**config.mk**
```make
export PLATFORM = sky130hd
export DESIGN_NAME = pausable_looping_interval_timer_flat
export DESIGN_NICKNAME = d
export VERILOG_FILES = /design/src/hdl/pilt_pkg.sv /design/src/hdl/pilt_req_if.sv /design/src/hdl/pilt_rsp_if.sv /design/src/hdl/pilt_serial_mod.sv /design/src/hdl/pausable_looping_interval_timer.sv /design/src/flat_wrapper.sv
export VERILOG_INCLUDE_DIRS = /design/src /design/src/hdl
export SDC_FILE = /design/constraint.sdc
export NUM_CORES = 1
export LEC_CHECK = 0
export ABC_AREA = 1
export BUFFER_PORTS_ARGS = -buffer_cell sky130_fd_sc_hd__buf_2
export CAP_MARGIN = 30
export CELL_PAD_IN_SITES_DETAIL_PLACEMENT = 0
export CELL_PAD_IN_SITES_GLOBAL_PLACEMENT = 1
export CORE_MARGIN = 2
export CORE_UTILIZATION = 45
export CTS_CLUSTER_DIAMETER = 40
export DETAILED_ROUTE_END_ITERATION = 8
export PLACE_DENSITY_LB_ADDON = 0.08
export SETUP_SLACK_MARGIN = 0.3
export SYNTH_ARGS = -nofsm -noshare
export SYNTH_HDL_FRONTEND = slang
export SYNTH_SLANG_ARGS = --single-unit
```
**constraint.sdc**
```tcl
create_clock -name clock -period 6.39 [get_ports clock]
set_input_delay 0.639 -clock clock [delete_from_list [all_inputs] [get_ports clock]]
set_output_delay 0.639 -clock clock [all_outputs]
set_load 0.01 [all_outputs]
```
**src/hdl/assert_macros.svh**
```systemverilog
// ----------------------------------------------------------------------------
// assert_macros.svh
// Assertion shorthands shared by the timer RTL.
// ----------------------------------------------------------------------------
`ifndef ASSERT_MACROS_SVH
`define ASSERT_MACROS_SVH

// Property holds at every clock edge outside reset.
`define PILT_ASSERT(label, clk, rst, prop, msg) \
   label: assert property (@(posedge clk) disable iff (rst) (prop)) else $error(msg);

// When cond holds, prop holds in the next cycle.
`define PILT_ASSERT_NEXT(label, clk, rst, cond, prop, msg) \
   label: assert property (@(posedge clk) disable iff (rst) (cond) |=> (prop)) else $error(msg);

`endif

```
**src/hdl/pilt_pkg.sv**
```systemverilog
// ----------------------------------------------------------------------------
// pilt_pkg
// Widths, codes, state types and structs of the pausable looping timer.
// ----------------------------------------------------------------------------
package pilt_pkg;

   // elapsed time width (saturation point)
   localparam int TIME_WIDTH = 32;

   localparam int CMD_W      = 3;
   localparam int DELTA_W    = 20;
   localparam int SPEED_W    = 16;
   localparam int DUR_W      = 32;
   localparam int STATE_W    = 2;
   localparam int PASSED_W   = 32;
   localparam int LEFT_W     = 33;
   localparam int CSR_IDX_W  = 2;
   localparam int CSR_DATA_W = 32;

   // serial multiplier: 2-bit digits of speed, MSB first
   localparam int FRAC_BITS  = 8;
   localparam int DIGIT_W    = 2;
   localparam int PROD_W     = DELTA_W + SPEED_W;
   localparam int PP_W       = DELTA_W + DIGIT_W;
   localparam int SCALED_W   = PROD_W - FRAC_BITS;
   localparam int MUL_STEPS  = SPEED_W / DIGIT_W;
   localparam int MUL_CNT_W  = $clog2(MUL_STEPS);

   localparam int SUM_W      = ((TIME_WIDTH > SCALED_W) ? TIME_WIDTH : SCALED_W) + 1;
   localparam int CMP_W      = (TIME_WIDTH > DUR_W) ? TIME_WIDTH : DUR_W;
   localparam int MOD_CNT_W  = $clog2(TIME_WIDTH);

   localparam logic [DUR_W-1:0]   DUR_RESET   = DUR_W'(1000000);
   localparam logic [SPEED_W-1:0] SPEED_RESET = SPEED_W'(256);

   typedef enum logic [CMD_W-1:0] {
      CMD_TICK    = 3'd0,
      CMD_RUN     = 3'd1,
      CMD_PAUSE   = 3'd2,
      CMD_STOP    = 3'd3,
      CMD_RESTART = 3'd4
   } cmd_type;

   typedef enum logic [STATE_W-1:0] {
      MODE_STOPPED = 2'd0,
      MODE_RUNNING = 2'd1,
      MODE_PAUSED  = 2'd2
   } run_mode_type;

   typedef enum logic [CSR_IDX_W-1:0] {
      CSR_DURATION = 2'd0,
      CSR_SPEED    = 2'd1,
      CSR_LOOP     = 2'd2
   } csr_idx_type;

   typedef enum logic [2:0] {
      S_IDLE,
      S_MUL,
      S_ADD,
      S_CHK,
      S_MOD,
      S_OUT
   } fsm_type;

   typedef struct packed {
      logic                  start;
      logic [TIME_WIDTH-1:0] dividend;
      logic [DUR_W-1:0]      divisor;
   } mod_req_type;

   typedef struct packed {
      logic busy;
      logic done;
   } mod_stat_type;

endpackage

```
**src/hdl/pilt_req_if.sv**
```systemverilog
// ----------------------------------------------------------------------------
// pilt_req_if
// Command channel: valid/ready with command code and tick delta.
// ----------------------------------------------------------------------------
interface pilt_req_if import pilt_pkg::*; ();

   logic               valid;
   logic               ready;
   logic [CMD_W-1:0]   command;
   logic [DELTA_W-1:0] delta_us;

   modport source (output valid, output command, output delta_us, input ready);
   modport sink   (input valid, input command, input delta_us, output ready);

endinterface

```
**src/hdl/pilt_rsp_if.sv**
```systemverilog
// ----------------------------------------------------------------------------
// pilt_rsp_if
// Snapshot channel: valid/ready with timer state after each command.
// ----------------------------------------------------------------------------
interface pilt_rsp_if import pilt_pkg::*; ();

   logic                     valid;
   logic                     ready;
   logic [STATE_W-1:0]       run_state;
   logic                     cycle_done;
   logic [PASSED_W-1:0]      time_passed;
   logic signed [LEFT_W-1:0] time_left;

   modport source (output valid, output run_state, output cycle_done,
                   output time_passed, output time_left, input ready);
   modport sink   (input valid, input run_state, input cycle_done,
                   input time_passed, input time_left, output ready);

endinterface

```
**src/hdl/pilt_serial_mod.sv**
```systemverilog
// ----------------------------------------------------------------------------
// pilt_serial_mod
// Bit-serial restoring remainder: one dividend bit per cycle, MSB first.
// ----------------------------------------------------------------------------
module pilt_serial_mod import pilt_pkg::*; (
   input  logic             clock,
   input  logic             reset,
   input  mod_req_type      req,
   output mod_stat_type     stat,
   output logic [DUR_W-1:0] rem
);

   logic                  busy_ff, busy_in;
   logic                  done_ff, done_in;
   logic [MOD_CNT_W-1:0]  cnt_ff, cnt_in;
   logic [TIME_WIDTH-1:0] dvd_ff, dvd_in;
   logic [DUR_W-1:0]      div_ff, div_in;
   logic [DUR_W-1:0]      rem_ff, rem_in;
   logic [DUR_W:0]        trial;
   logic [DUR_W:0]        diff;

   always_comb begin
      trial   = {rem_ff, dvd_ff[TIME_WIDTH-1]};
      diff    = trial - {1'b0, div_ff};
      busy_in = busy_ff;
      done_in = 1'b0;
      cnt_in  = cnt_ff;
      dvd_in  = dvd_ff;
      div_in  = div_ff;
      rem_in  = rem_ff;
      if (req.start) begin
         busy_in = 1'b1;
         cnt_in  = MOD_CNT_W'(TIME_WIDTH - 1);
         dvd_in  = req.dividend;
         div_in  = req.divisor;
         rem_in  = '0;
      end else if (busy_ff) begin
         // remainder stays below divisor, so the shifted trial fits DUR_W+1 bits
         rem_in = (trial >= {1'b0, div_ff}) ? diff[DUR_W-1:0] : trial[DUR_W-1:0];
         dvd_in = dvd_ff << 1;
         cnt_in = cnt_ff - 1'b1;
         if (cnt_ff == '0) begin
            busy_in = 1'b0;
            done_in = 1'b1;
         end
      end
   end

   always_ff @(posedge clock) begin
      if (reset) begin
         busy_ff <= 1'b0;
         done_ff <= 1'b0;
      end else begin
         busy_ff <= busy_in;
         done_ff <= done_in;
      end
      cnt_ff <= cnt_in;
      dvd_ff <= dvd_in;
      div_ff <= div_in;
      rem_ff <= rem_in;
   end

   assign stat.busy = busy_ff;
   assign stat.done = done_ff;
   assign rem       = rem_ff;

endmodule

```
**src/hdl/pausable_looping_interval_timer.sv**
```systemverilog
// ----------------------------------------------------------------------------
// pausable_looping_interval_timer
// Stopped/running/paused interval timer with speed scaling and loop mode.
// ----------------------------------------------------------------------------
//  channel | dir | handshake        | payload
//  --------+-----+------------------+--------------------------------------------
//  req     | in  | valid/ready      | command, delta_us
//  rsp     | out | valid/ready      | run_state, cycle_done, time_passed, time_left
//  csr     | in  | csr_we, no ready | csr_index, csr_wdata
//
//  Non-tick commands and ticks while not running pass from S_IDLE to S_OUT.
//  A running tick runs the 2-bit serial speed multiply in S_MUL, then add
//  (S_ADD) and end test (S_CHK). A wrap then waits in S_MOD on the serial
//  remainder unit before S_OUT.
//  Reset (synchronous) loads register defaults and a stopped timer at zero.
//  A new beat is taken while the last snapshot waits in the output register;
//  rsp stalls hold the machine in S_OUT only once a second snapshot is ready.
// ----------------------------------------------------------------------------
`include "assert_macros.svh"

module pausable_looping_interval_timer import pilt_pkg::*; (
   input  logic                  clock,
   input  logic                  reset,
   pilt_req_if.sink              req_bus,
   pilt_rsp_if.source            rsp_bus,
   input  logic                  csr_we,
   input  logic [CSR_IDX_W-1:0]  csr_index,
   input  logic [CSR_DATA_W-1:0] csr_wdata
);

   localparam logic [TIME_WIDTH-1:0] TIME_MAX = '1;

   // configuration registers
   logic [DUR_W-1:0]   dur_ff;
   logic [SPEED_W-1:0] speed_ff;
   logic               loop_ff;

   // timer state
   fsm_type               state_ff, state_in;
   run_mode_type          mode_ff, mode_in;
   logic [TIME_WIDTH-1:0] elapsed_ff, elapsed_in;
   logic                  done_ff, done_in;

   // serial multiplier
   logic [DELTA_W-1:0]    mcand_ff, mcand_in;
   logic [SPEED_W-1:0]    mplier_ff, mplier_in;
   logic [PROD_W-1:0]     acc_ff, acc_in;
   logic [MUL_CNT_W-1:0]  dig_cnt_ff, dig_cnt_in;
   logic [PP_W-1:0]       pp;

   // output register
   logic                     rsp_valid_ff, rsp_valid_in;
   logic [STATE_W-1:0]       rsp_state_ff, rsp_state_in;
   logic                     rsp_done_ff, rsp_done_in;
   logic [PASSED_W-1:0]      rsp_passed_ff, rsp_passed_in;
   logic [LEFT_W-1:0]        rsp_left_ff, rsp_left_in;

   logic                  req_fire;
   logic                  tick_go;
   logic                  slot_free;
   logic                  reach;
   logic                  wrap_go;
   logic [SUM_W-1:0]      sum;
   logic [TIME_WIDTH-1:0] sum_sat;
   logic [TIME_WIDTH-1:0] dur_sat;
   logic [CMP_W:0]        left_full;

   mod_req_type      mod_req;
   mod_stat_type     mod_stat;
   logic [DUR_W-1:0] mod_rem;

   // ---------------------------------------------------------------------
   // configuration writes
   // ---------------------------------------------------------------------
   always_ff @(posedge clock) begin
      if (reset) begin
         dur_ff   <= DUR_RESET;
         speed_ff <= SPEED_RESET;
         loop_ff  <= 1'b0;
      end else if (csr_we) begin
         unique case (csr_index)
            CSR_DURATION: dur_ff   <= csr_wdata[DUR_W-1:0];
            CSR_SPEED:    speed_ff <= csr_wdata[SPEED_W-1:0];
            CSR_LOOP:     loop_ff  <= csr_wdata[0];
            default:      ;
         endcase
      end
   end

   // ---------------------------------------------------------------------
   // shared decode
   // ---------------------------------------------------------------------
   assign req_bus.ready = (state_ff == S_IDLE);
   assign req_fire      = req_bus.valid && req_bus.ready;
   assign tick_go       = (req_bus.command == CMD_TICK) && (mode_ff == MODE_RUNNING);
   assign slot_free     = !rsp_valid_ff || rsp_bus.ready;

   // scaled delta is the product without its eight fraction bits
   assign sum     = SUM_W'(elapsed_ff) + SUM_W'(acc_ff[PROD_W-1:FRAC_BITS]);
   assign sum_sat = (sum > SUM_W'(TIME_MAX)) ? TIME_MAX : TIME_WIDTH'(sum);
   assign dur_sat = (CMP_W'(dur_ff) > CMP_W'(TIME_MAX)) ? TIME_MAX : TIME_WIDTH'(dur_ff);
   assign reach   = CMP_W'(elapsed_ff) >= CMP_W'(dur_ff);
   // zero duration wraps straight to zero, no remainder needed
   assign wrap_go = reach && loop_ff && (dur_ff != '0);

   assign left_full = (CMP_W+1)'(dur_ff) - (CMP_W+1)'(elapsed_ff);

   // ---------------------------------------------------------------------
   // next state
   // ---------------------------------------------------------------------
   always_comb begin
      state_in = state_ff;
      unique case (state_ff)
         S_IDLE: begin
            if (req_fire) begin
               state_in = tick_go ? S_MUL : S_OUT;
            end
         end
         S_MUL: begin
            if (dig_cnt_ff == '0) begin
               state_in = S_ADD;
            end
         end
         S_ADD: state_in = S_CHK;
         S_CHK: state_in = wrap_go ? S_MOD : S_OUT;
         S_MOD: begin
            if (mod_stat.done) begin
               state_in = S_OUT;
            end
         end
         S_OUT: begin
            if (slot_free) begin
               state_in = S_IDLE;
            end
         end
         default: state_in = S_IDLE;
      endcase
   end

   // ---------------------------------------------------------------------
   // datapath and outputs
   // ---------------------------------------------------------------------
   always_comb begin
      case (mplier_ff[SPEED_W-1 -: DIGIT_W])
         2'd0:    pp = '0;
         2'd1:    pp = PP_W'(mcand_ff);
         2'd2:    pp = PP_W'(mcand_ff) << 1;
         default: pp = PP_W'(mcand_ff) + (PP_W'(mcand_ff) << 1);
      endcase
   end

   always_comb begin
      mode_in          = mode_ff;
      elapsed_in       = elapsed_ff;
      done_in          = done_ff;
      mcand_in         = mcand_ff;
      mplier_in        = mplier_ff;
      acc_in           = acc_ff;
      dig_cnt_in       = dig_cnt_ff;
      mod_req.start    = 1'b0;
      mod_req.dividend = elapsed_ff;
      mod_req.divisor  = dur_ff;
      rsp_valid_in     = rsp_valid_ff && !rsp_bus.ready;
      rsp_state_in     = rsp_state_ff;
      rsp_done_in      = rsp_done_ff;
      rsp_passed_in    = rsp_passed_ff;
      rsp_left_in      = rsp_left_ff;

      unique case (state_ff)
         S_IDLE: begin
            if (req_fire) begin
               unique case (req_bus.command)
                  CMD_TICK: begin
                     if (tick_go) begin
                        done_in    = 1'b0;
                        mcand_in   = req_bus.delta_us;
                        mplier_in  = speed_ff;
                        acc_in     = '0;
                        dig_cnt_in = MUL_CNT_W'(MUL_STEPS - 1);
                     end
                  end
                  CMD_RUN: begin
                     // run on a running timer acts as restart
                     if (mode_ff == MODE_RUNNING) begin
                        elapsed_in = '0;
                        done_in    = 1'b0;
                     end
                     mode_in = MODE_RUNNING;
                  end
                  CMD_PAUSE: begin
                     if (mode_ff == MODE_RUNNING) begin
                        mode_in = MODE_PAUSED;
                     end
                  end
                  CMD_STOP: begin
                     if (mode_ff != MODE_STOPPED) begin
                        mode_in    = MODE_STOPPED;
                        elapsed_in = dur_sat;
                        done_in    = 1'b0;
                     end
                  end
                  CMD_RESTART: begin
                     mode_in    = MODE_RUNNING;
                     elapsed_in = '0;
                     done_in    = 1'b0;
                  end
                  default: ;
               endcase
            end
         end
         S_MUL: begin
            acc_in     = (acc_ff << DIGIT_W) + PROD_W'(pp);
            mplier_in  = mplier_ff << DIGIT_W;
            dig_cnt_in = dig_cnt_ff - 1'b1;
         end
         S_ADD: elapsed_in = sum_sat;
         S_CHK: begin
            if (reach) begin
               done_in = 1'b1;
               if (!loop_ff) begin
                  mode_in = MODE_STOPPED;
               end else if (dur_ff == '0) begin
                  elapsed_in = '0;
               end else begin
                  mod_req.start = 1'b1;
               end
            end
         end
         S_MOD: begin
            if (mod_stat.done) begin
               elapsed_in = TIME_WIDTH'(mod_rem);
            end
         end
         S_OUT: begin
            if (slot_free) begin
               rsp_valid_in  = 1'b1;
               rsp_state_in  = mode_ff;
               rsp_done_in   = done_ff;
               rsp_passed_in = PASSED_W'(elapsed_ff);
               rsp_left_in   = left_full[LEFT_W-1:0];
            end
         end
         default: ;
      endcase
   end

   // ---------------------------------------------------------------------
   // registers
   // ---------------------------------------------------------------------
   always_ff @(posedge clock) begin
      if (reset) begin
         state_ff     <= S_IDLE;
         mode_ff      <= MODE_STOPPED;
         elapsed_ff   <= '0;
         done_ff      <= 1'b0;
         rsp_valid_ff <= 1'b0;
      end else begin
         state_ff     <= state_in;
         mode_ff      <= mode_in;
         elapsed_ff   <= elapsed_in;
         done_ff      <= done_in;
         rsp_valid_ff <= rsp_valid_in;
      end
      mcand_ff      <= mcand_in;
      mplier_ff     <= mplier_in;
      acc_ff        <= acc_in;
      dig_cnt_ff    <= dig_cnt_in;
      rsp_state_ff  <= rsp_state_in;
      rsp_done_ff   <= rsp_done_in;
      rsp_passed_ff <= rsp_passed_in;
      rsp_left_ff   <= rsp_left_in;
   end

   // wrap remainder: elapsed mod duration
   pilt_serial_mod u_mod (
      .clock (clock),
      .reset (reset),
      .req   (mod_req),
      .stat  (mod_stat),
      .rem   (mod_rem)
   );

   assign rsp_bus.valid       = rsp_valid_ff;
   assign rsp_bus.run_state   = rsp_state_ff;
   assign rsp_bus.cycle_done  = rsp_done_ff;
   assign rsp_bus.time_passed = rsp_passed_ff;
   assign rsp_bus.time_left   = signed'(rsp_left_ff);

   // ---------------------------------------------------------------------
   // assertions
   // ---------------------------------------------------------------------
   `PILT_ASSERT(a_mod_nonzero, clock, reset, mod_req.start |-> (dur_ff != '0), "remainder by zero")
   `PILT_ASSERT(a_mod_alive, clock, reset, (state_ff == S_MOD) |-> (mod_stat.busy || mod_stat.done), "waiting on idle remainder unit")
   `PILT_ASSERT_NEXT(a_wrap_below, clock, reset, (state_ff == S_MOD) && mod_stat.done, CMP_W'(elapsed_ff) < CMP_W'(dur_ff), "wrapped time not below duration")
   `PILT_ASSERT_NEXT(a_oneshot_stop, clock, reset, (state_ff == S_CHK) && reach && !loop_ff, (mode_ff == MODE_STOPPED) && done_ff, "one-shot end did not stop")

endmodule

```
**src/flat_wrapper.sv**
```systemverilog
// flat-port wrapper written by rule: the top's interface ports become plain ports
module pausable_looping_interval_timer_flat import pilt_pkg::*;
  (clock, reset, csr_we, csr_index, csr_wdata, req_bus_valid, req_bus_command, req_bus_delta_us, req_bus_ready, rsp_bus_valid, rsp_bus_run_state, rsp_bus_cycle_done, rsp_bus_time_passed, rsp_bus_time_left, rsp_bus_ready);
  pilt_req_if req_bus_i ();
  pilt_rsp_if rsp_bus_i ();
  input  logic clock;
  input  logic reset;
  input  logic csr_we;
  input  logic [CSR_IDX_W-1:0] csr_index;
  input  logic [CSR_DATA_W-1:0] csr_wdata;
  input wire logic [$bits(req_bus_i.valid)-1:0] req_bus_valid;
  input wire logic [$bits(req_bus_i.command)-1:0] req_bus_command;
  input wire logic [$bits(req_bus_i.delta_us)-1:0] req_bus_delta_us;
  output wire logic [$bits(req_bus_i.ready)-1:0] req_bus_ready;
  output wire logic [$bits(rsp_bus_i.valid)-1:0] rsp_bus_valid;
  output wire logic [$bits(rsp_bus_i.run_state)-1:0] rsp_bus_run_state;
  output wire logic [$bits(rsp_bus_i.cycle_done)-1:0] rsp_bus_cycle_done;
  output wire logic [$bits(rsp_bus_i.time_passed)-1:0] rsp_bus_time_passed;
  output wire logic [$bits(rsp_bus_i.time_left)-1:0] rsp_bus_time_left;
  input wire logic [$bits(rsp_bus_i.ready)-1:0] rsp_bus_ready;
  assign req_bus_i.valid = req_bus_valid;
  assign req_bus_i.command = req_bus_command;
  assign req_bus_i.delta_us = req_bus_delta_us;
  assign req_bus_ready = req_bus_i.ready;
  assign rsp_bus_valid = rsp_bus_i.valid;
  assign rsp_bus_run_state = rsp_bus_i.run_state;
  assign rsp_bus_cycle_done = rsp_bus_i.cycle_done;
  assign rsp_bus_time_passed = rsp_bus_i.time_passed;
  assign rsp_bus_time_left = rsp_bus_i.time_left;
  assign rsp_bus_i.ready = rsp_bus_ready;
  pausable_looping_interval_timer u_core (.clock(clock), .reset(reset), .req_bus(req_bus_i), .rsp_bus(rsp_bus_i), .csr_we(csr_we), .csr_index(csr_index), .csr_wdata(csr_wdata));
endmodule
```
# [After elaboration in Yosys (flattened, before gate mapping)]
# Index checks and enable logic that the tools add are counted.
[classes] bitwise=1 reduce_logical=33 n_addsub=7 mux=58 magnitude_cmp=4 n_eq_ne=31
[op_table] cell="two-way mux 32 bit" n=12
[op_table] cell="one-hot mux 32 bit (4 select lines)" n=1
[op_table] cell="two-way mux 36 bit" n=3
[op_table] cell="one-hot mux 32 bit (3 select lines)" n=1
[op_table] cell="one-hot mux 36 bit (2 select lines)" n=1
[op_table] cell="one-hot mux 22 bit (3 select lines)" n=1
[op_table] cell="two-way mux 16 bit" n=3
[op_table] cell="adder 36 x 22 -> 36 bit" n=1
[op_table] cell="adder 32 x 28 -> 33 bit" n=1
[op_table] cell="greater-or-equal comparator 33 x 32 -> 1 bit" n=1
[op_table] cell="greater-than comparator 33 x 32 -> 1 bit, second input constant" n=1
[op_table] cell="subtractor 32 x 32 -> 33 bit" n=1
[op_table] cell="greater-or-equal comparator 32 bit" n=1
[op_table] cell="greater-than comparator 32 bit, second input constant" n=1
[op_table] cell="zero test 32 bit" n=1
[op_table] cell="one-hot mux 16 bit (2 select lines)" n=1
[op_table] cell="nonzero test 32 bit" n=1
[op_table] cell="subtractor 32 bit" n=1
[op_table] cell="two-way mux 3 bit" n=8
[op_table] cell="adder 20 x 21 -> 22 bit" n=1
[op_table] cell="one-hot mux 3 bit (6 select lines)" n=1
[op_table] cell="two-way mux 1 bit" n=16
[op_table] cell="AND reduction 7 bit" n=2
[op_table] cell="== test 3 x 2 -> 1 bit, second input constant" n=4
[op_table] cell="other kinds (31)" n=69
[word_totals] output_inout_bits=70 reg_bits=334

# [Logic depth before layout (Yosys ltp)]
# Gate-level depths: netlist of the first run.
[logic_depth] depth_word=6 depth_mapped=25

# [By module]
# Synthesis of the first run repeated with hierarchy kept, for this count alone.
[unflattened] cells_unflattened=3320 area_unflattened_um2=22972.0
[modules_own_cells] mod="pausable_looping_interval_timer" area_per_inst_um2=16265.6 seq_area_each_um2=6055.8 cells_each=2355 instances=1
[modules_own_cells] mod="pilt_serial_mod" area_per_inst_um2=6706.4 seq_area_each_um2=2702.6 cells_each=965 instances=1

# [Worst setup path after synthesis of the first run]
# Ideal clock, no wire load.
[synth_path] kind="input -> register" from="input rsp_bus_ready" to="register u_core.rsp_done_ff (netlist: u_core.rsp_bus.cycle_done), enable pin" setup_slack_ns=1.871 cell_stages=2 t_arrival_ns=4.002 setup_time_ns=0.517 cell_sequence="inv_1 > a21oi_1"
[synth_via] elab_chain_cells=2
[synth_rtl] item="from (decl)" line="flat_wrapper.sv:20" text="input wire logic [$bits(rsp_bus_i.ready)-1:0] rsp_bus_ready;"
[synth_rtl] item="logical OR 1 bit" line="pausable_looping_interval_timer.sv:96" text="assign slot_free = !rsp_valid_ff || rsp_bus.ready;"
[synth_rtl] item="AND reduction 2 bit (no source line)"
[synth_rtl] item="to (signal assigned)" line="pausable_looping_interval_timer.sv:269" text="rsp_done_ff <= rsp_done_in;"
[synth_rtl] item="to (decl)" line="pausable_looping_interval_timer.sv:54" text="logic rsp_done_ff, rsp_done_in;"
# Every way passes these cells.
# A chain may end at the register's enable or synchronous reset.

# [Worst setup path after layout of the first run]
[layout_path] from="register u_core.mcand_ff[4]" to="register u_core.acc_ff[35], data pin"
[layout_via] elab_chain_cells=4
[layout_rtl] item="from (decl)" line="pausable_looping_interval_timer.sv:45" text="logic [DELTA_W-1:0] mcand_ff, mcand_in;"
[layout_rtl] item="from (signal assigned)" line="pausable_looping_interval_timer.sv:264" text="mcand_ff <= mcand_in;"
[layout_rtl] item="adder 20 x 21 -> 22 bit" line="pausable_looping_interval_timer.sv:148" text="default: pp = PP_W'(mcand_ff) + (PP_W'(mcand_ff) << 1);"
[layout_rtl] item="one-hot mux 22 bit (3 select lines) (*)" line="pausable_looping_interval_timer.sv:144" text="case (mplier_ff[SPEED_W-1 -: DIGIT_W])"
[layout_rtl] item="adder 36 x 22 -> 36 bit (*)" line="pausable_looping_interval_timer.sv:212" text="acc_in = (acc_ff << DIGIT_W) + PROD_W'(pp);"
[layout_rtl] item="one-hot mux 36 bit (2 select lines) (*)" line="pausable_looping_interval_timer.sv:169" text="unique case (state_ff)"
[layout_rtl] item="to (signal assigned)" line="pausable_looping_interval_timer.sv:266" text="acc_ff <= acc_in;"
[layout_rtl] item="to (decl)" line="pausable_looping_interval_timer.sv:47" text="logic [PROD_W-1:0] acc_ff, acc_in;"
# Mark *: on every way between the ends. The rest lies on a longest branch, timed or not.

==> results.md, run 1 <==
* Via-per-instance ratio at 5.39
* Die area at 52,200 um2
* CP startpoint kind: flop
* Clk root buf: clkbuf_16
* Max transition margin at 31.0%
* Clock slew at reported path FFs at 50 ps
* Asr flop ratio synth at 0%
* Hold Crit Class: primary input to flop
* Initial antenna violation count at 1
* Crit path kind: flop to flop
* Critical Path RT at 6770 ps
* Post-Layout Cell Count at 4,063
* CP endpoint kind: flop
* Grt met3 use at 4.12%
* Final setup TNS at 0 ps
* DR vias at 21,900
* Logic gate share of total power at 43.8%
* Core Region at 50,000 um2
* Max Root-Sink Buffers at 3
* Met1 Use GR at 44.3%
* Met2 usage at 45.9%
* Cell Pwr Density at 447 nW/um2
* Fin crit share at 73.8%
* Final WL at 79.4 mm
* EDFF count, synth at 207
* Leakage at 0.0129 uW
* Synth Flop Type: edfxtp_1
* Die H at 228 um
* Initial core utilization at 45.4%
* Clock network fraction of design power at 28.5%
* Flop pwr share at 27.7%
* Vias in the first global route at 20,500
* WP data arrival at 5090 ps
* RD Place Congestion at 0.935
* #FFs+latches synth at 334
* Net Sw Frac at 44.8%
* First-pass GRT wire length at 122 mm
* Share of layout cells above drive strength 1 at 9.05%
* GR Overflow Total at 0
* Cells after Synth at 3,202
* Status: completed
* Syn Nets at 3,404
* Setup Viol. Count Final at 0
* Fmax at 0.212 GHz
* Post-CTS setup buffer count at 0
* RSZ-0062 raised after global routing: no
* Cell area after synthesis at 22,700 um2
* Max-cap viol count at 0
* Largest area contributor in the netlist: edfxtp_1
* Sequential area share after synthesis at 38.6%
* Top-count cell post-synth: nand2_1
* Area Overhead vs Synth at 15.2%
* ANT nets after route at 0
* P_int at 6450 uW
* Top-area cell type share of the netlist area at 27.4%
* DRT iter0 DRCs at 1,971
* Fin nets at 3,540
* Clock latency at the later pin of the worst-skew pair at 630 ps
* Max Slew Vio Count at 0
* Max rail drop VDD at 340 uV
* Global Route Usage Sum at 30.1%
* P_sw at 5230 uW
* TritonCTS clock tree: yes
* H-Tree Depth at 2
* Clock Sink Count at 334
* Detailed-route DRC error count at 0
* Critical path peak fanout at 11
* Clock Skew at 32.1 ps
* Site Rows at 82
* Syn avg cell area at 7.08 um2
* Drt wl/cell at 19.5 um
* Drt pass-1 iters at 6
* Boundary pin count at 132
* Buffers added on ports at 131
* Die width at 228 um
* Placed insts at 3,946
* Synth area leaders: edfxtp_1 27%, nand2_1 17%, dfxtp_1 11%
* Hold Buf Count CTS at 0
* Synth cell types at 52
* Worst-Margin Slew at 1030 ps
* Min Tclk post-route at 4720 ps
* # resized after CTS at 0
* CTS Buf Count at 61
* Synth Warn # at 0
* Largest net degree at the start of global routing at 86
* Final Hold Vio Count at 0
* Post-DP HPWL at 62.3 mm
* Most instantiated cells after synthesis: 1,008 x nand2_1, 454 x inv_1, 316 x nor2_1
* Gr busiest metal: met2
* ANT cells at 0
per-layer routing:
| metal | up-vias | wire (um) |
|---|---|---|
| met3 | 117 | 5160 |
| met2 | 817 | 33800 |
| met1 | 10200 | 38100 |
| met5 | - | 7 |
| met4 | 2 | 2390 |
| li1 | 10700 | - |
placed cells by master (no fill, tap or decap), types with 5 or more instances in the layout:
master	instances
nand2_1	1008
inv_1	453
nor2_1	314
nand3_1	229
edfxtp_1	207
a21oi_1	183
o21ai_0	156
ha_1	135
buf_2	131
dfxtp_1	127
clkbuf_16	61
xor2_1	42
nor3_1	37
nand4_1	33
xnor2_1	25
buf_4	21
a32oi_1	19
o21bai_1	18
inv_6	17
nor2_2	15
a21o_1	12
nor4_1	10
clkinv_4	10
o21a_1	9
a31oi_1	8
o211ai_1	8
nand2_2	7
inv_8	7
o21ai_1	6
a221oi_1	5
nand3b_1	5
inv_2	5
and2_1	5
fa_1	5
bufinv_16	5
logic make-up (layout without fill, tap and decap cells):
logic type      count (synthesis)  in the layout  share of synthesized area (%)
simple gates                 1680           1680                           30.4
fa+ha+maj                     140            140                           7.89
buf+inv                       538            727                           9.47
compound gates                443            443                           11.0
flops                         334            334                           38.6
xor+xnor                       67             67                           2.59
critical path, stage by stage, from the launching register on:
cell	delay, ps
edfxtp_1	480
ha_1	410
nand2_1	110
o21ai_0	260
a21oi_1	110
o21ai_0	300
nand3_1	170
nand3_1	140
nand2_1	50
o21ai_0	200
inv_1	90
ha_1	370
nand2_1	120
nor2_1	150
nand2_1	60
inv_1	70
nand3_1	60
o211ai_1	830
nand3_1	200
o21ai_0	220
nor2_1	50
layout make-up:
type | instances | area (um2)
multi-input combinational | 2330 | 11800
clock buffer | 65 | 1580
inverter | 458 | 1720
fill | 4995 | 23900
timing repair buffer | 153 | 841
tap | 672 | 841
clock inverter | 51 | 553
sequential | 334 | 8760
final timing paths:
| kind | start | to | slack, ps | cells after the start |
|---|---|---|---|---|
| max | u_core.mcand_ff[4] | u_core.acc_ff[35] | 1670 | 20 |
| min | req_bus_delta_us[5] | u_core.mcand_ff[5] | 180 | 1 |
| min reg2reg | u_core.mode_ff[0] | u_core.rsp_bus.run_state[0] | 430 | 0 |
| max reg2reg | u_core.mcand_ff[4] | u_core.acc_ff[35] | 1670 | 20 |
flip-flops by register name (all words and copies together), names as in the netlist, 2 cells and up:
register                    cells
u_core.acc_ff                  36
u_core.dig_cnt_ff               3
u_core.dur_ff                  32
u_core.elapsed_ff              32
u_core.mcand_ff                20
u_core.mode_ff                  2
u_core.mplier_ff               16
u_core.rsp_bus.run_state        2
u_core.rsp_bus.time_left       33
u_core.rsp_bus.time_passed     32
u_core.speed_ff                16
u_core.state_ff                 3
u_core.u_mod.cnt_ff             5
u_core.u_mod.div_ff            32
u_core.u_mod.dvd_ff            32
u_core.u_mod.rem               32
power groups by stage:
stage          clock (uW)  combinational [uW]  sequential, uW
2_1_floorplan           0                3470            3090
3_3_place_gp            0                5020            3270
3_5_place_dp            0                5010            3270
4_1_cts              3380                5060            3230
5_1_grt              3470                5710            3260
6_report             3330                5120            3230
through the flow:
stage                     power [uW]  utilization (%)  hold WS (ps)  area, um2  setup WS [ps]
after floorplan                 6570                -           408      22700           1870
after global placement          8290             47.9           424      23900           1800
after detailed placement        8280             47.9           419      23900           1750
after CTS                      11700             52.2           146      26100           1720
after global routing           12400             52.3           157      26100           1250
final                          11700             52.3           184      26100           1670
Note: power is estimated with default switching activity, not from simulation.
==> inputs of run 2 (changes only) <==
Settings changed: CORE_UTILIZATION 45 to 41.
Clock period 6.39 ns to 4.32 ns, I/O delays scaled along.
==> results.md, run 2 (synthesis results as in run 1) <==
* Number of flip-flops in the largest register at 36 (unchanged)
* Fin crit share at 89.0% (+15 points)
* Final Hold Vio Count at 0 (unchanged)
* First-pass GRT wire length at 125 mm (+2.3%)
* ANT cells at 0 (unchanged)
* Detailed-route DRC error count at 0 (unchanged)
* Max rail drop VDD at 373 uV (+10%)
* Hold Crit Class: primary input to flop
* Buffers added on ports at 131 (unchanged)
* Status: completed
* Clock Skew at 25.9 ps (-6.26 ps)
* Clock latency at the later pin of the worst-skew pair at 600 ps (-30 ps)
* H-Tree Depth at 3 (+1)
* Cell Pwr Density at 654 nW/um2 (+46%)
* Initial antenna violation count at 1 (unchanged)
* Largest net degree at the start of global routing at 60 (-30%)
* Vias in the first global route at 21,000 (+2.0%)
* CP startpoint kind: flop
* Site Rows at 86 (+4.9%)
* Max Slew Vio Count at 0 (unchanged)
* Initial core utilization at 41.3% (-4.1 points)
* Worst-Margin Slew at 1010 ps (-22.6 ps)
* Global Route Usage Sum at 28.9% (-1.2 points)
* Drt pass-1 iters at 5 (-1)
* Largest Register: u_core.acc_ff
* Reg2reg path depth at 18 (-10%)
* Clock Sink Count at 334 (unchanged)
* DRT iter0 DRCs at 1,785 (-9.4%)
* Via-per-instance ratio at 5.30 (-1.7%)
* Area Overhead vs Synth at 20.1%
* Post-DP HPWL at 65.0 mm (+4.3%)
* Critical path peak fanout at 5 (-6)
* RSZ-0062 raised after global routing: yes
* CTS Buf Count at 66 (+8.2%)
* ANT nets after route at 0 (unchanged)
* GR Overflow Total at 0 (unchanged)
* RD Place Congestion at 0.977 (+4.5%)
* Core Region at 54,900 um2 (+9.8%)
* Crit path kind: flop to flop
* WP data arrival at 4170 ps (-920 ps)
* Clk root buf: clkbuf_16
* Worst hold stages at 1 (unchanged)
* Max transition margin at 32.7% (+1.7 points)
* Max Root-Sink Buffers at 3 (unchanged)
* Clock slew at reported path FFs at 50 ps (about the same)
* TritonCTS clock tree: yes
* Die width at 239 um (+4.7%)
* Critical Path RT at 4650 ps (-2120 ps)
* Boundary pin count at 132 (unchanged)
* Commonest non-fill, non-tap cell in the layout: nand2_1
* Final setup TNS at 0 ps (unchanged)
* Tot Pwr at 17,800 uW (+52%)
* Die H at 239 um (+4.7%)
* Share of layout cells above drive strength 1 at 12.4% (+3.3 points)
* Final WL at 83.5 mm (+5.2%)
* Fmax at 0.260 GHz (+23%)
* Leakage at 0.0133 uW (+2.9%)
* Max-cap viol count at 0 (unchanged)
* DR vias at 22,100 (+0.85%)
* CP endpoint kind: flop
* Min Tclk post-route at 3850 ps (-871 ps)
* Most frequent cells in the layout: 999 x nand2_1, 451 x inv_1, 305 x nor2_1, 226 x nand3_1, 207 x edfxtp_1
* Drt wl/cell at 20.0 um (+2.5%)
* Die area at 57,200 um2 (+9.6%)
* Setup Viol. Count Final at 0 (unchanged)
* Fin nets at 3,614 (+2.1%)
## run 2: cell types whose count changed in the layout (fill, tap and decap cells not counted), sizes merged
cell         delta
buf            +51
dlygate4sd3    +18
inv             -8
clkinvlp        +1
clkinv          +6
clkbuf          +6
## run 2: layer usage
layer	routed length (um)	vias up	global-route usage, %
met2	35000	805	43.0
met4	2740	0	10.5
met5	0	-	0
met1	39300	10300	41.5
li1	-	10900	-
met3	6440	127	5.60
## run 2: what timing repair did
item | CTS | global route
setup buffers | 1 | 13
pin swaps | 0 | 18
resized for setup | 5 | 98
hold buffers | 18 | 0
gates cloned | 0 | 1
hold endpoints to repair | 18 | 0
setup endpoints to repair | 9 | 25
## run 2: worst max-delay path, cell delays in order (launching register included)
cell and delay (ps):
edfxtp_1 490, ha_4 360, nand2_4 90, nor4_4 250, buf_4 150, inv_1 30, o211ai_1 270, xor2_1 140
a21oi_2 300, ha_4 270, a21o_1 170, o21bai_1 180, a21oi_1 150, o211ai_1 100, buf_4 160, buf_2 150
buf_4 130, o21ai_0 140, a21oi_1 50
## run 2: area by class of cell
| cell class | instances | area (um2) |
|---|---|---|
| fillers | 5536 | 27700 |
| clock inverters | 50 | 513 |
| multi-input cells | 2330 | 12300 |
| repair buffers | 222 | 1390 |
| inverters | 458 | 1720 |
| flip-flops and latches | 334 | 8760 |
| clock buffers | 71 | 1670 |
| well taps | 704 | 881 |
## run 2: where the power goes
part / switching, uW / total, uW / internal (uW)
Sequential: 559 / 4770 / 4210
Clock: 1910 / 5080 / 3170
Combinational: 5400 / 7950 / 2550
Total: 7870 / 17800 / 9930
## run 2: path summary, 6_finish.rpt
| path | start | endpoint | slack, ps |
|---|---|---|---|
| max reg2reg | u_core.mcand_ff[16] | u_core.acc_ff[23] | 470 |
| min | req_bus_delta_us[2] | u_core.mcand_ff[2] | 30 |
| max | u_core.mcand_ff[16] | u_core.acc_ff[23] | 470 |
| min reg2reg | u_core.done_ff | u_core.rsp_bus.cycle_done | 440 |
## run 2: per-stage QoR
stage          utilization (%)  hold slack (ps)  instances  setup slack (ps)  instance area, um2
4_1_cts                   48.6             1.43       4155               326               26700
3_3_place_gp              44.2              420       4015               197               24300
6_report                  49.6             32.5       4169               473               27200
3_5_place_dp              44.2              419       4015               140               24300
5_1_grt                   49.6             14.5       4169               235               27200
2_1_floorplan                -              408       3202               366               22700
